### config.mk
export PLATFORM = sky130hd
export DESIGN_NAME = sed_regs
export DESIGN_NICKNAME = d
export VERILOG_FILES = /design/src/rtl/sed_pkg.sv /design/src/rtl/sed_regs.sv
export SDC_FILE = /design/constraint.sdc
export NUM_CORES = 1
export LEC_CHECK = 0
export ABC_AREA = 1
export BUFFER_PORTS_ARGS = -buffer_cell sky130_fd_sc_hd__clkbuf_2
export CAP_MARGIN = 10
export CORE_MARGIN = 4
export CORE_UTILIZATION = 32
export CTS_CLUSTER_DIAMETER = 150
export CTS_CLUSTER_SIZE = 12
export DETAILED_ROUTE_END_ITERATION = 7
export PLACE_DENSITY = 0.65
export SLEW_MARGIN = 40
export SYNTH_ARGS = -nofsm -noshare
export SYNTH_HDL_FRONTEND = slang
export SYNTH_SLANG_ARGS = --single-unit
### constraint.sdc
create_clock -name clk -period 1.05 [get_ports clk]
set_clock_uncertainty 0.1 [all_clocks]
set_input_delay 0.0525 -clock clk [delete_from_list [all_inputs] [get_ports clk]]
set_output_delay 0.0525 -clock clk [all_outputs]
set_load 0.1 [all_outputs]
### src/rtl/sed_pkg.sv
`default_nettype none
package sed_pkg;

    // input and output formats
    localparam int COORD_WIDTH     = 20;
    localparam int COORD_FRAC_BITS = 16;
    localparam int OUT_FRAC        = 16;
    localparam int RES_W           = 32;

    // configuration port
    localparam int ENT_W    = 16;
    localparam int NUM_ROWS = 3;
    localparam int ROW_W    = NUM_ROWS * ENT_W;
    localparam int APB_DW   = 64;
    localparam int APB_AW   = 5;
    localparam int IDX_W    = APB_AW - 3;

    localparam logic [IDX_W-1:0] REG_ROW0 = IDX_W'(0);
    localparam logic [IDX_W-1:0] REG_ROW1 = IDX_W'(1);
    localparam logic [IDX_W-1:0] REG_ROW2 = IDX_W'(2);

    // datapath widths
    localparam int PW     = (COORD_WIDTH > COORD_FRAC_BITS) ? COORD_WIDTH
                                                           : COORD_FRAC_BITS + 1;
    localparam int A_W    = PW + 18;
    localparam int M_W    = A_W - 1;
    localparam int SQ_LO  = M_W / 2;
    localparam int SQ_HI  = M_W - SQ_LO;
    localparam int SQR_W  = 2 * M_W;
    localparam int D_W    = 2 * A_W;
    localparam int S_W    = A_W;
    localparam int RT_W   = S_W + 3;
    localparam int N_W    = PW + A_W + 2;
    localparam int NM_W   = N_W - 1;
    localparam int NUM_W  = NM_W + OUT_FRAC;
    localparam int DEN_W  = S_W + COORD_FRAC_BITS;
    localparam int Q_W    = RES_W - 1;
    localparam int CW     = (NUM_W > DEN_W + Q_W + 1) ? NUM_W : DEN_W + Q_W + 1;

    localparam logic signed [RES_W-1:0] RES_MAX = {1'b0, {(RES_W-1){1'b1}}};
    localparam logic signed [RES_W-1:0] RES_MIN = {1'b1, {(RES_W-1){1'b0}}};

    typedef logic [NUM_ROWS-1:0][ROW_W-1:0] mat_t;

    // front end to square root
    typedef struct packed {
        logic            neg;
        logic [NM_W-1:0] magn;
        logic [D_W-1:0]  dsum;
    } fr_t;

    // square root to divider
    typedef struct packed {
        logic            neg;
        logic [NM_W-1:0] magn;
        logic [S_W-1:0]  root;
    } sr_t;

endpackage
`default_nettype wire

### src/rtl/sed_regs.sv
`default_nettype none
module sed_regs (
    input  wire logic                       clk,
    input  wire logic                       rst_n,
    input  wire logic                       psel,
    input  wire logic                       penable,
    input  wire logic                       pwrite,
    input  wire logic [sed_pkg::APB_AW-1:0] paddr,
    input  wire logic [sed_pkg::APB_DW-1:0] pwdata,
    output logic      [sed_pkg::APB_DW-1:0] prdata,
    output logic                            pready,
    output sed_pkg::mat_t                   rows
);
    import sed_pkg::*;

    mat_t             rows_reg;
    logic [IDX_W-1:0] idx;

    assign idx    = paddr[APB_AW-1:3];
    assign pready = 1'b1;
    assign rows   = rows_reg;

    // register write on the access phase
    always_ff @(posedge clk or negedge rst_n)
    begin
        if (!rst_n)
        begin
            rows_reg <= '0;
        end
        else if (psel && penable && pwrite)
        begin
            unique case (idx)
                REG_ROW0: rows_reg[0] <= pwdata[ROW_W-1:0];
                REG_ROW1: rows_reg[1] <= pwdata[ROW_W-1:0];
                REG_ROW2: rows_reg[2] <= pwdata[ROW_W-1:0];
                default:  ;
            endcase
        end
    end

    // read mux
    always_comb
    begin
        unique case (idx)
            REG_ROW0: prdata = APB_DW'(rows_reg[0]);
            REG_ROW1: prdata = APB_DW'(rows_reg[1]);
            REG_ROW2: prdata = APB_DW'(rows_reg[2]);
            default:  prdata = '0;
        endcase
    end
endmodule
`default_nettype wire

==> out/qor.yml <==
min_period_ps: 1434
cts_root_buffer: "clkbuf_16"
largest_reg_flops: 144
insertion_delay_ps: 410
core_um2: 19720
ys_ff_latch: 144
grt_overflow_total: 0
cts_tree: "built"
place_hpwl_um: 18770
rsz0062_at_grt: "true"
grt_usage_pct: 29.55
drt_iter0_drc: 415
place_ws_ps: -219.8
n_fill_cell: 822
status: "complete, but fails checks"
setup-violations-final: 216
place.gp.congestion: 0.8163
ys_warn_count: 0
synth_area_um2: 6518
final_common_cell: "nand2_1"
drtAntennaViolNets: 0
maxSlewViolCount: 0
gr-max-usage-layer: "met2"
dieArea_um2: 22720
dp_cells: 1403
synth_cells: 850
htree_levels: 4
nets: 1420
hp-class: "primary input to async pin"
drt-total-wl_um: 36330
ios: 283
required_ps: 900
gr-usage-met3_pct: 7.255
start_util_pct: 33.05
total_power_mw: 41.04
antenna_found_initial: 0
wl_per_cell_um: 22.37
failed_checks: "negative setup slack"
worst-path-max-fanout: 2
yosys.cell_types.count: 14
grt_max_degree: 40
max-clock-path-buffers: 2
diodes: 0
num_rows: 51
slowest_delay_ps: 510
cts_sinks: 144
post-route-util_pct: 85.18
fin_area_um2: 16790
tns_ps: -62110
grt_pass1_wl_um: 50980
fin_ws_ps: -383.7
total_leakage_power_nw: 8.703
cp.arrival_ps: 1280
clk_pin_slew_ps: 70
cts_buffers: 17
peakVddDrop_mv: 1.664
crit_path_end_kind: "output port"
chipWidth_um: 150.7
startpoint_type: "flop"
instances_no_fill: 1624
drv_cap: 0
drive_gt1_share_pct: 65.78
crit_slowest_cell: "dfrtp_4"
num_vias: 8281
seq_area_frac_synth_pct: 55.29
grt_pass1_vias: 9138
area_growth_syn_to_layout_pct: 157.7
worst_hold_slack_ps: 9.955
min_period_over_period_pct: 136.5
max_freq_ghz: 0.6975
met2_usage_pct: 53.17
use_met1_pct: 32.75
die_h_um: 150.7
power.density_cell_area_nw_per_um2: 2444
postPlaceCellArea_um2: 13190
viasPerCell: 5.099
path_class: "flop to output port"
synth_area_per_cell_um2: 7.668
drt_pass1_iterations: 6
path_cells: "nand2_4 -> nand3_4 -> buf_12"
route.detailed.drc: 0
hold_violations: 0
layout_common_cells: "nand2_1 (396), buf_12 (238), dfrtp_4 (144), buf_6 (143), nand2_4 (125)"
port_buffers: 246
==> cell type report <==
cell class,count,area [um^2],area share [%]
Timing Repair Buffer,524,7438,44.29
Tap cell,265,331.6,1.974
Multi-Input combinational cell,654,4253,25.32
Clock buffer,22,474.2,2.824
Clock inverter,10,133.9,0.7971
Inverter,5,20.02,0.1192
Sequential cell,144,4144,24.67
==> final timing paths <==
check                      startpoint         end  slack, ps  cells past startpoint
max in group asynchronous       rst_n   rows[108]        270                      3
min in group clk               pwrite   rows[112]         90                      6
setup / recovery             rows[14]  prdata[14]       -380                      3
hold / removal                  rst_n    rows[90]         10                      2
hold reg to reg             rows[124]   rows[124]        470                      2
setup reg to reg            rows[131]   rows[131]       -100                      4
==> kinds of logic after synthesis <==
| logic type | share of synthesized area, % |
|---|---|
| other | 0.1152 |
| flip-flops | 55.29 |
| AND/OR/NAND/NOR | 38.01 |
| buffers and inverters | 6.585 |
==> routing by layer <==
layer  vias up  part of all wire, %
met5         -                    0
met1      4072                   34
met2       516                   54
met3       131                  8.1
li1       3562                    -
met4         0                  4.3
==> what timing repair did <==
| item | 4_1_cts | 5_1_grt |
|---|---|---|
| resized for setup | 191 | 123 |
| pin swaps | 53 | 65 |
| endpoints found under the hold margin | 288 | 0 |
| setup buffers | 121 | 24 |
| endpoints found under the setup margin | 192 | 211 |
| cloned | 0 | 0 |
| hold buffers | 49 | 0 |
==> synth_stat cells <==
master | n | area, um^2
nand3_2 | 1 | 10.01
nand2_1 | 582 | 2185
buf_4 | 30 | 225.2
inv_2 | 4 | 15.01
clkbuf_1 | 5 | 18.77
nor2_2 | 4 | 25.02
inv_1 | 1 | 3.750
nand2_2 | 1 | 6.260
buf_2 | 22 | 110.1
nor2_4 | 1 | 11.26
buf_6 | 5 | 56.30
dfrtp_1 | 144 | 3603
conb_1 | 2 | 7.510
nand3_1 | 48 | 240.2
==> power by group <==
part / internal (mW) / switching [mW] / total (mW)
sequential: 7.44 / 1.71 / 9.15
combinational: 9.88 / 15.6 / 25.5
clock: 3.92 / 2.46 / 6.39
==> worst max-delay path, delay by kind of cell (launching register included) <==
kind                   cells  cell delay (ps)
flip-flops                 1              510
buffers and inverters      1              170
AND/OR/NAND/NOR            2              170
(Power assumes the default switching activity.)
